$ cat src/sv/assert_macros.svh
// assertion macros shared by the sqrt, back and top rtl files
`ifndef ASSERT_MACROS_SVH
`define ASSERT_MACROS_SVH

`ifndef SYNTHESIS

// same-cycle implication
`define PM_ASSERT_IMPL(name, clk, rst_n, ante, cons) \
    name: assert property (@(posedge clk) disable iff (!(rst_n)) (ante) |-> (cons)) \
        else $error("pm assertion failed");

// next-cycle implication
`define PM_ASSERT_NEXT(name, clk, rst_n, ante, cons) \
    name: assert property (@(posedge clk) disable iff (!(rst_n)) (ante) |=> (cons)) \
        else $error("pm assertion failed");

`else

`define PM_ASSERT_IMPL(name, clk, rst_n, ante, cons)

`define PM_ASSERT_NEXT(name, clk, rst_n, ante, cons)

`endif

`endif

$ cat src/sv/pm_pkg.sv
`timescale 1ns / 1ps

package pm_pkg;

    // field widths
    localparam int COORD_W = 16;
    localparam int H_W     = COORD_W;        // magnitude of a positive height
    localparam int B_W     = COORD_W - 1;    // magnitude of a positive base
    localparam int D_W     = COORD_W + 1;    // magnitude of the horizontal offset
    localparam int HDIFF_W = COORD_W + 1;    // signed height
    localparam int DDIFF_W = COORD_W + 2;    // signed offset
    localparam int TWOB_W  = B_W + 1;

    // squared length of the slanted side, root and remainder
    localparam int SQ_W    = 2 * D_W;
    localparam int ROOT_W  = SQ_W / 2;
    localparam int REM_W   = ROOT_W + 1;
    localparam int SQ_NST  = ROOT_W + 1;     // sum stage plus one stage per root bit

    localparam int PERIM_W = 19;
    localparam int SURF_W  = 31;

    // sideband that rides along with the root
    typedef struct packed {
        logic [TWOB_W-1:0] twob;
        logic [SURF_W-1:0] surf;
        logic              rect;
        logic              ok;
    } t_side;

    // squares handed to the root unit
    typedef struct packed {
        logic [2*H_W-1:0] hh;
        logic [2*D_W-1:0] dd;
        t_side            side;
    } t_sq;

    // root handed to the output stage
    typedef struct packed {
        logic [ROOT_W-1:0] root;
        t_side             side;
    } t_root;

endpackage

$ cat src/sv/pm_front.sv
`timescale 1ns / 1ps

module pm_front (
    input  logic                              i_clk,
    input  logic                              i_rst_n,
    input  logic                              i_valid,
    output logic                              o_hold,
    input  logic signed [pm_pkg::COORD_W-1:0] i_bottom_left_x,
    input  logic signed [pm_pkg::COORD_W-1:0] i_bottom_left_y,
    input  logic signed [pm_pkg::COORD_W-1:0] i_top_right_x,
    input  logic signed [pm_pkg::COORD_W-1:0] i_top_right_y,
    input  logic signed [pm_pkg::COORD_W-1:0] i_base_length,
    output logic                              o_valid,
    input  logic                              i_hold,
    output pm_pkg::t_sq                       o_data
);

    // stage 0 registers: magnitudes and flags
    logic                       r0_vld;
    logic [pm_pkg::H_W-1:0]     r0_ah;
    logic [pm_pkg::D_W-1:0]     r0_ad;
    logic [pm_pkg::B_W-1:0]     r0_b;
    logic                       r0_ok;
    logic                       r0_rect;

    // stage 1 registers: squares and area
    logic                       r1_vld;
    pm_pkg::t_sq                r1_data;

    logic signed [pm_pkg::HDIFF_W-1:0] n_h;
    logic signed [pm_pkg::DDIFF_W-1:0] n_d;
    logic [pm_pkg::DDIFF_W-1:0]        n_dabs;
    logic                              n_ok;
    logic                              hold0;
    logic                              hold1;
    pm_pkg::t_sq                       n1_data;

    function automatic logic signed [pm_pkg::HDIFF_W-1:0] HDIFF_W_sext(
        input logic signed [pm_pkg::COORD_W-1:0] v
    );
        return pm_pkg::HDIFF_W'(v);
    endfunction

    function automatic logic signed [pm_pkg::DDIFF_W-1:0] DDIFF_W_sext(
        input logic signed [pm_pkg::COORD_W-1:0] v
    );
        return pm_pkg::DDIFF_W'(v);
    endfunction

    // stage holds: a stage waits only when it and every stage after it is full
    assign hold1  = i_hold & r1_vld;
    assign hold0  = i_hold & r1_vld & r0_vld;
    assign o_hold = hold0;

    // height, offset and validity
    always_comb begin
        n_h    = HDIFF_W_sext(i_top_right_y) - HDIFF_W_sext(i_bottom_left_y);
        n_d    = DDIFF_W_sext(i_bottom_left_x) - DDIFF_W_sext(i_top_right_x)
               + DDIFF_W_sext(i_base_length);
        n_dabs = n_d[pm_pkg::DDIFF_W-1] ? (~n_d + 1'b1) : n_d;
        n_ok   = !n_h[pm_pkg::HDIFF_W-1] && (n_h != '0)
               && !i_base_length[pm_pkg::COORD_W-1] && (i_base_length != '0);
    end

    // stage 0: invalid shapes carry zero magnitudes so that both results come out zero
    always_ff @(posedge i_clk) begin
        if (!i_rst_n) begin
            r0_vld <= 1'b0;
        end else if (!hold0) begin
            r0_vld <= i_valid;
        end
        if (!hold0) begin
            r0_ah   <= n_ok ? n_h[pm_pkg::H_W-1:0] : '0;
            r0_ad   <= n_ok ? n_dabs[pm_pkg::D_W-1:0] : '0;
            r0_b    <= n_ok ? i_base_length[pm_pkg::B_W-1:0] : '0;
            r0_ok   <= n_ok;
            r0_rect <= (n_d == '0);
        end
    end

    // squares of height and offset, and the area
    always_comb begin
        n1_data.hh        = r0_ah * r0_ah;
        n1_data.dd        = r0_ad * r0_ad;
        n1_data.side.surf = pm_pkg::SURF_W'(r0_b) * pm_pkg::SURF_W'(r0_ah);
        n1_data.side.twob = {r0_b, 1'b0};
        n1_data.side.rect = r0_rect;
        n1_data.side.ok   = r0_ok;
    end

    // stage 1
    always_ff @(posedge i_clk) begin
        if (!i_rst_n) begin
            r1_vld <= 1'b0;
        end else if (!hold1) begin
            r1_vld <= r0_vld;
        end
        if (!hold1) begin
            r1_data <= n1_data;
        end
    end

    assign o_valid = r1_vld;
    assign o_data  = r1_data;

endmodule

$ cat src/sv/pm_sqrt.sv
`timescale 1ns / 1ps

`include "assert_macros.svh"

module pm_sqrt (
    input  logic          i_clk,
    input  logic          i_rst_n,
    input  logic          i_valid,
    output logic          o_hold,
    input  pm_pkg::t_sq   i_data,
    output logic          o_valid,
    input  logic          i_hold,
    output pm_pkg::t_root o_data
);

    localparam int NST = pm_pkg::SQ_NST;

    // one stage for the sum, then one stage per root bit
    logic [NST-1:0]                         r_vld;
    logic [NST-1:0][pm_pkg::SQ_W-1:0]       r_rad;
    logic [NST-1:0][pm_pkg::REM_W-1:0]      r_rem;
    logic [NST-1:0][pm_pkg::ROOT_W-1:0]     r_root;
    pm_pkg::t_side                          r_side [NST];

    logic [NST-1:0]                         n_vld;
    logic [NST-1:0][pm_pkg::SQ_W-1:0]       n_rad;
    logic [NST-1:0][pm_pkg::REM_W-1:0]      n_rem;
    logic [NST-1:0][pm_pkg::ROOT_W-1:0]     n_root;
    logic [NST-1:0]                         hold;

    logic [NST-1:0][pm_pkg::REM_W+1:0]      cur;
    logic [NST-1:0][pm_pkg::REM_W+1:0]      trial;

    // a stage waits when it and all stages after it are full and the far end waits
    always_comb begin
        for (int k = 0; k < NST; k++) begin
            hold[k] = i_hold & (&(r_vld | ~({NST{1'b1}} << k)));
        end
    end
    assign o_hold = hold[0];

    // sum of squares, then one restoring root step per stage
    always_comb begin
        n_vld[0]  = i_valid;
        n_rad[0]  = pm_pkg::SQ_W'(i_data.hh) + i_data.dd;
        n_rem[0]  = '0;
        n_root[0] = '0;
        cur[0]    = '0;
        trial[0]  = '0;
        for (int k = 1; k < NST; k++) begin
            n_vld[k] = r_vld[k-1];
            n_rad[k] = r_rad[k-1] << 2;
            cur[k]   = {r_rem[k-1], r_rad[k-1][pm_pkg::SQ_W-1 -: 2]};
            trial[k] = {1'b0, r_root[k-1], 2'b01};
            if (cur[k] >= trial[k]) begin
                n_rem[k]  = pm_pkg::REM_W'(cur[k] - trial[k]);
                n_root[k] = {r_root[k-1][pm_pkg::ROOT_W-2:0], 1'b1};
            end else begin
                n_rem[k]  = cur[k][pm_pkg::REM_W-1:0];
                n_root[k] = {r_root[k-1][pm_pkg::ROOT_W-2:0], 1'b0};
            end
        end
    end

    // stage registers
    always_ff @(posedge i_clk) begin
        for (int k = 0; k < NST; k++) begin
            if (!i_rst_n) begin
                r_vld[k] <= 1'b0;
            end else if (!hold[k]) begin
                r_vld[k] <= n_vld[k];
            end
            if (!hold[k]) begin
                r_rad[k]  <= n_rad[k];
                r_rem[k]  <= n_rem[k];
                r_root[k] <= n_root[k];
            end
        end
        // sideband follows its stage
        if (!hold[0]) begin
            r_side[0] <= i_data.side;
        end
        for (int k = 1; k < NST; k++) begin
            if (!hold[k]) begin
                r_side[k] <= r_side[k-1];
            end
        end
    end

    assign o_valid     = r_vld[NST-1];
    assign o_data.root = r_root[NST-1];
    assign o_data.side = r_side[NST-1];

    // the final remainder never exceeds twice the root
    `PM_ASSERT_IMPL(a_rem_bound, i_clk, i_rst_n, r_vld[NST-1], (r_rem[NST-1] <= {r_root[NST-1], 1'b0}))
    // a waiting last stage keeps its root
    `PM_ASSERT_NEXT(a_hold_root, i_clk, i_rst_n, hold[NST-1], $stable(r_root[NST-1]))

endmodule

$ cat src/sv/pm_back.sv
`timescale 1ns / 1ps

`include "assert_macros.svh"

module pm_back (
    input  logic                         i_clk,
    input  logic                         i_rst_n,
    input  logic                         i_valid,
    output logic                         o_hold,
    input  pm_pkg::t_root                i_data,
    output logic                         o_valid,
    input  logic                         i_stall,
    output logic [pm_pkg::PERIM_W-1:0]   o_perimeter,
    output logic [pm_pkg::SURF_W-1:0]    o_surface,
    output logic                         o_is_rectangle,
    output logic                         o_shape_valid
);

    logic                          r_vld;
    logic [pm_pkg::PERIM_W-1:0]    r_perim;
    logic [pm_pkg::SURF_W-1:0]     r_surf;
    logic                          r_rect;
    logic                          r_ok;
    logic [pm_pkg::PERIM_W-1:0]    n_perim;
    logic                          hold;

    assign hold   = i_stall & r_vld;
    assign o_hold = hold;

    // twice the side plus twice the base; stays in range at these widths
    assign n_perim = pm_pkg::PERIM_W'({i_data.root, 1'b0})
                   + pm_pkg::PERIM_W'(i_data.side.twob);

    // output register
    always_ff @(posedge i_clk) begin
        if (!i_rst_n) begin
            r_vld <= 1'b0;
        end else if (!hold) begin
            r_vld <= i_valid;
        end
        if (!hold) begin
            r_perim <= n_perim;
            r_surf  <= i_data.side.surf;
            r_rect  <= i_data.side.rect;
            r_ok    <= i_data.side.ok;
        end
    end

    assign o_valid        = r_vld;
    assign o_perimeter    = r_perim;
    assign o_surface      = r_surf;
    assign o_is_rectangle = r_rect;
    assign o_shape_valid  = r_ok;

    // an invalid shape gives zero perimeter and zero area
    `PM_ASSERT_IMPL(a_invalid_zero, i_clk, i_rst_n, r_vld && !r_ok, (r_perim == '0) && (r_surf == '0))

endmodule

$ cat src/sv/parallelogram_measure.sv
`timescale 1ns / 1ps
// an accepted item passes the front stages, then the root stages, then the output register
// throughput: one item per cycle while no stall holds it; the integer square root is an 18 stage pipeline
// (a sum stage, then one root bit per stage), fed by two stages of differences and squares
// a stall holds only the full stages behind it, empty stages keep filling
// reset (synchronous, active low) clears every stage valid bit; data needs no reset

`include "assert_macros.svh"

module parallelogram_measure (
    input  logic                              i_clk,
    input  logic                              i_rst_n,
    input  logic                              i_valid,
    output logic                              o_stall,
    input  logic signed [pm_pkg::COORD_W-1:0] i_bottom_left_x,
    input  logic signed [pm_pkg::COORD_W-1:0] i_bottom_left_y,
    input  logic signed [pm_pkg::COORD_W-1:0] i_top_right_x,
    input  logic signed [pm_pkg::COORD_W-1:0] i_top_right_y,
    input  logic signed [pm_pkg::COORD_W-1:0] i_base_length,
    output logic                              o_valid,
    input  logic                              i_stall,
    output logic [pm_pkg::PERIM_W-1:0]        o_perimeter,
    output logic [pm_pkg::SURF_W-1:0]         o_surface,
    output logic                              o_is_rectangle,
    output logic                              o_shape_valid
);

    logic          sq_valid;
    logic          sq_hold;
    pm_pkg::t_sq   sq_data;
    logic          rt_valid;
    logic          rt_hold;
    pm_pkg::t_root rt_data;

    // differences, squares and area
    pm_front u_front (
        .i_clk           (i_clk),
        .i_rst_n         (i_rst_n),
        .i_valid         (i_valid),
        .o_hold          (o_stall),
        .i_bottom_left_x (i_bottom_left_x),
        .i_bottom_left_y (i_bottom_left_y),
        .i_top_right_x   (i_top_right_x),
        .i_top_right_y   (i_top_right_y),
        .i_base_length   (i_base_length),
        .o_valid         (sq_valid),
        .i_hold          (sq_hold),
        .o_data          (sq_data)
    );

    // slanted side
    pm_sqrt u_sqrt (
        .i_clk   (i_clk),
        .i_rst_n (i_rst_n),
        .i_valid (sq_valid),
        .o_hold  (sq_hold),
        .i_data  (sq_data),
        .o_valid (rt_valid),
        .i_hold  (rt_hold),
        .o_data  (rt_data)
    );

    // perimeter and output register
    pm_back u_back (
        .i_clk          (i_clk),
        .i_rst_n        (i_rst_n),
        .i_valid        (rt_valid),
        .o_hold         (rt_hold),
        .i_data         (rt_data),
        .o_valid        (o_valid),
        .i_stall        (i_stall),
        .o_perimeter    (o_perimeter),
        .o_surface      (o_surface),
        .o_is_rectangle (o_is_rectangle),
        .o_shape_valid  (o_shape_valid)
    );

    // the input waits only behind a full pipeline with a waiting result
    `PM_ASSERT_IMPL(a_stall_needs_result, i_clk, i_rst_n, o_stall, o_valid && i_stall)

endmodule

$ cat config.mk
export PLATFORM = sky130hd
export DESIGN_NAME = parallelogram_measure
export DESIGN_NICKNAME = d
export VERILOG_FILES = /design/src/sv/pm_pkg.sv /design/src/sv/pm_front.sv /design/src/sv/pm_sqrt.sv /design/src/sv/pm_back.sv /design/src/sv/parallelogram_measure.sv
export VERILOG_INCLUDE_DIRS = /design/src /design/src/sv
export SDC_FILE = /design/constraint.sdc
export NUM_CORES = 2
export LEC_CHECK = 0
export BUFFER_PORTS_ARGS = -buffer_cell sky130_fd_sc_hd__buf_2
export CORE_MARGIN = 5
export CORE_UTILIZATION = 35
export CTS_CLUSTER_DIAMETER = 100
export DETAILED_ROUTE_END_ITERATION = 10
export GPL_ROUTABILITY_DRIVEN = 0
export GPL_TIMING_DRIVEN = 1
export HOLD_SLACK_MARGIN = 0.15
export SYNTH_ARGS = -nofsm -noshare
export SYNTH_HDL_FRONTEND = slang
export SYNTH_SLANG_ARGS = --single-unit
$ cat constraint.sdc
create_clock -name i_clk -period 14.8 [get_ports i_clk]
set_input_delay 0 -clock i_clk [delete_from_list [all_inputs] [get_ports i_clk]]
set_output_delay 0 -clock i_clk [all_outputs]
set_load 0.005 [all_outputs]
==> results by stage <==
STA:
- For the final routed database, the setup TNS stands at 0 ns.
- Setup repair after global routing left no endpoint under its margin.
- The max-slew headroom at the worst pin is 0.0909.
- The count of final hold-check violations came to 0.
- The final number of max-transition violations is 0.
- The transition at the pin with the smallest max-transition slack is 1.36 ns.
- In the finished design, the share of the clock period the worst path needs comes to 0.492.
- The final critical path time including I/O delays and setup is a little over 7 ns.
- The maximum clock rate is about 0.14 GHz.
- Setup violations remaining at the end of the flow were counted as 0.
- For the final database, setup skew stands at 0.0553 ns.

Yosys:
- The multiplexer share of the synthesized area is 0.00211.
- The fraction of the mapped netlist area in adder cells is 0.193.
- The count of flip-flops with a built-in enable after synthesis is 1797.
- The Yosys step of the flow raised 0 warnings.
- The post-synth design cell area is 0.0931 mm².
- Among all flip-flop cells after synthesis, the most frequent one is edfxtp_1.
- The fraction of the mapped netlist area in compound gates came to 0.0575.
- The simple-gate share of the synthesized area is 0.0810.
- Counting flops with an async set or reset pin after synthesis yields a share of 0.
- The post-synthesis cell type count is 100.
- By area, the combinational part of the netlist is dominated by adder cells.
- The per-instance average area after synthesis is 13.7 µm².
- The post-synthesis instance total is 6801.
- The share of the yosys chip area belonging to registers is 0.584.
- Counting flops and latches in the post-synthesis netlist gives approximately 1800.
- The fraction of synthesized cell area in xor and xnor cells is 0.0331.

Power:
- The switching power of the nets is around 5200 µW.
- The internal portion of the total power is around 12000 µW.
- The combinational group share of total power is 0.257.
- The share of power burned in the clock network is 0.258.
- The largest voltage drop on the vdd net is between 0.1 and 0.15 mV.
- The standby leakage power is 0.0463 µW.
- Of the total power, the share spent switching nets is 0.299.
- The ratio of total power to cell area is 166 mW/mm².
- The portion of total power attributed to sequential cells is 0.486.
- The design draws roughly 17000 µW.

Global route:
- Entering global routing, the biggest net connects 87 pins.
- The number of global-route vias before repair is 54421.
- The initial antenna violation count is 2.
- The first global-routing pass estimated 276000 µm of wire.
- After global routing the overflow that remains totals 0.
- For this run, the total global-route usage over all layers was measured as 0.121.

Finish:
- The number of filler instances in the final layout is 24556.
- The final net count is 8293.
- The area growth from synthesis to layout is 12.5%.
- The number of inserted diodes is 0.
- The most common cell after layout, fill and taps aside is edfxtp_1.
- In the layout the commonest cells are 1797 x edfxtp_1, 1043 x inv_1, 554 x fa_1.
- The ratio of cells with drive above 1 in the final layout is 0.0760.

CTS:
- The tree is rooted in a clkbuf_16.
- No sink is reached through more buffers than the 3 on the longest clock path.
- Clock tree synthesis inserted a total of 177 buffers.
- The clock sink count is ~1800.
- The clock slew seen by the registers of the worst setup and hold paths is approximately 0.060 ns.
- Clock latency on the worst-skew pair, taken at its later pin, is around 0.8 ns.
- In this run the number of H-tree levels came out at 4.
- The TritonCTS clock tree is done.

Critical path:
- The worst register-to-register path has a setup slack of around 7.5 ns.
- The largest driver fanout on the critical path is 33.
- At the worst endpoint, the arrival time is ~7.8 ns.
- STA classifies the critical path startpoint as a flop.
- STA puts the critical path data required time at between 15 and 20 ns.
- The worst setup path is captured at a flop.
- The category of the most critical setup path is reg2reg.

Status:
- The flow ran to the end, and the final reports show no timing, DRC or antenna violations.

Routing:
- The antenna violation net count after detailed routing is 0.
- In the routed layout, each cell is associated on average with a via count of 4.66.
- The violation count after the first detailed-routing iteration is 2560.
- The routed layout has 50238 vias.
- After detailed routing, the number of remaining DRC violations is 0.
- The final layout contains routed wiring with a total length of 165000 µm.
- The detailed-routing iteration count for the pre-antenna-repair pass is 5.
- The average wire per standard cell is 15.3 µm.

Die:
- The width of the chip is around 530 µm.
- The die covers ~0.28 mm².
- The y dimension of the die is 526 µm.
- For this configuration, the core starts out at a cell density of 0.351.
- For this design the top-level I/O count stands at 138.
- The floorplan has 189 rows.
- The core region is between 0.2 and 0.3 mm².

Flow run:
- Max-cap violations in this run came to 0.

Placement:
- The number of buffer cells added on primary ports is between 100 and 150.
- The HPWL after detailed placement is approximately 120000 µm.

Min path:
- The tightest min-delay check is of the in2reg type.
-- registers in the layout (all words and copies together), names as in the netlist, 15 cells and up --
| name | cells |
|---|---|
| u_sqrt.r_vld | 18 |
| u_back.o_surface | 31 |
| u_back.o_perimeter | 18 |
| u_sqrt.cur | 295 |
| u_sqrt.r_root | 136 |
| u_front.r0_ah | 16 |
| u_front.r0_b | 15 |
| u_sqrt.o_data | 17 |
| u_front.r0_ad | 17 |
| u_front.o_data | 112 |
| u_sqrt.r_side | 864 |
| u_sqrt.n_rad | 272 |
-- layout make-up --
cell class	count	area, µm²	share of cell area
well taps	3533	4420	0.0422
clock buffers	214	4630	0.0442
flip-flops and latches	1818	54400	0.519
inverters	1054	3970	0.0379
repair buffers	253	1760	0.0168
multi-input cells	3799	34300	0.327
clock inverters	111	1270	0.0121
-- worst max-delay path, cell delays in order, from the launching register on --
cell and delay, ns:
edfxtp_1 1.26, nand2_1 0.20, fa_1 0.56, fa_1 0.52, inv_1 0.04, ha_1 0.31, fa_1 0.51, fa_1 0.55
inv_1 0.05, fa_1 0.53, inv_1 0.04, ha_1 0.24, nor4_1 0.40, o211ai_1 0.17, a21boi_0 0.20, a21oi_1 0.34
o21ai_0 0.21, o211ai_1 0.26, a21oi_1 0.13, a311oi_1 0.33, xnor2_1 0.13
-- power groups by stage --
stage	sequential (µW)	clock (µW)	combinational [µW]
finish	8430	4480	4460
global placement	8520	0	4340
detailed placement	8560	0	4440
global route	8610	4860	5100
CTS	8460	4620	4500
floorplan	8140	0	3470
-- routing by layer --
layer,GRT usage,vias up,share of wire
met5,0,-,0
met2,0.214,970,0.50
met3,0.0189,340,0.039
met4,0.0420,0,0.033
met1,0.149,24850,0.42
li1,-,24078,-
-- cells in the mapped netlist, types with 31 or more instances --
| library cell | instances | area, µm² |
|---|---|---|
| edfxtp_1 | 1797 | 54000 |
| inv_1 | 1053 | 3950 |
| fa_1 | 554 | 11100 |
| ha_1 | 552 | 6910 |
| nand2_1 | 459 | 1720 |
| nor2_1 | 283 | 1060 |
| and2_1 | 250 | 1560 |
| xnor2_1 | 208 | 1820 |
| a21oi_1 | 197 | 986 |
| o21ai_0 | 190 | 951 |
| xor2_1 | 144 | 1260 |
| clkbuf_1 | 113 | 424 |
| nor3_1 | 107 | 536 |
| a21o_1 | 86 | 646 |
| o21a_1 | 84 | 631 |
| nand3_1 | 79 | 395 |
| nor2b_1 | 55 | 344 |
| a211oi_1 | 39 | 293 |
| nand4_1 | 39 | 244 |
| nand2b_1 | 38 | 238 |
| nor4_1 | 37 | 231 |
| o31ai_1 | 35 | 263 |
| or2_2 | 35 | 219 |
| and3_1 | 31 | 194 |
-- cell families after synthesis --
group	count (synthesis)
compound gates	810
xor+xnor	352
fa+ha+maj	1106
buf+inv	1185
flops	1818
mux	18
other cells	1
simple gates	1511
-- path summary, 6_finish.rpt --
path         cells past startpoint                  from              endpoint
max                             20      u_front.r0_ah[4]    u_front.o_data[32]
min                              8      i_top_right_x[0]      u_front.r0_ad[1]
min reg2reg                      0  u_sqrt.r_side[1][29]  u_sqrt.r_side[2][29]
max reg2reg                     20      u_front.r0_ah[4]    u_front.o_data[32]
-- per-stage QoR --
stage	area, µm²	util	worst slack, ns	instances	hold slack (ns)
finish	105000	0.395	7.52	10782	0.233
global route	105000	0.395	7.00	10782	0.215
CTS	105000	0.395	7.61	10782	0.151
detailed placement	98000	0.370	7.58	10378	0.283
global placement	98000	0.370	7.63	10378	0.274
floorplan	93100	-	6.17	6802	0.124
-- timing repair --
action | 4_1_cts | 5_1_grt
buffers inserted | 0 | 0
hold endpoints to repair | 109 | 0
hold buffers | 79 | 0
gates resized for setup | 0 | 0
Note: power is estimated with default switching activity, not from simulation.
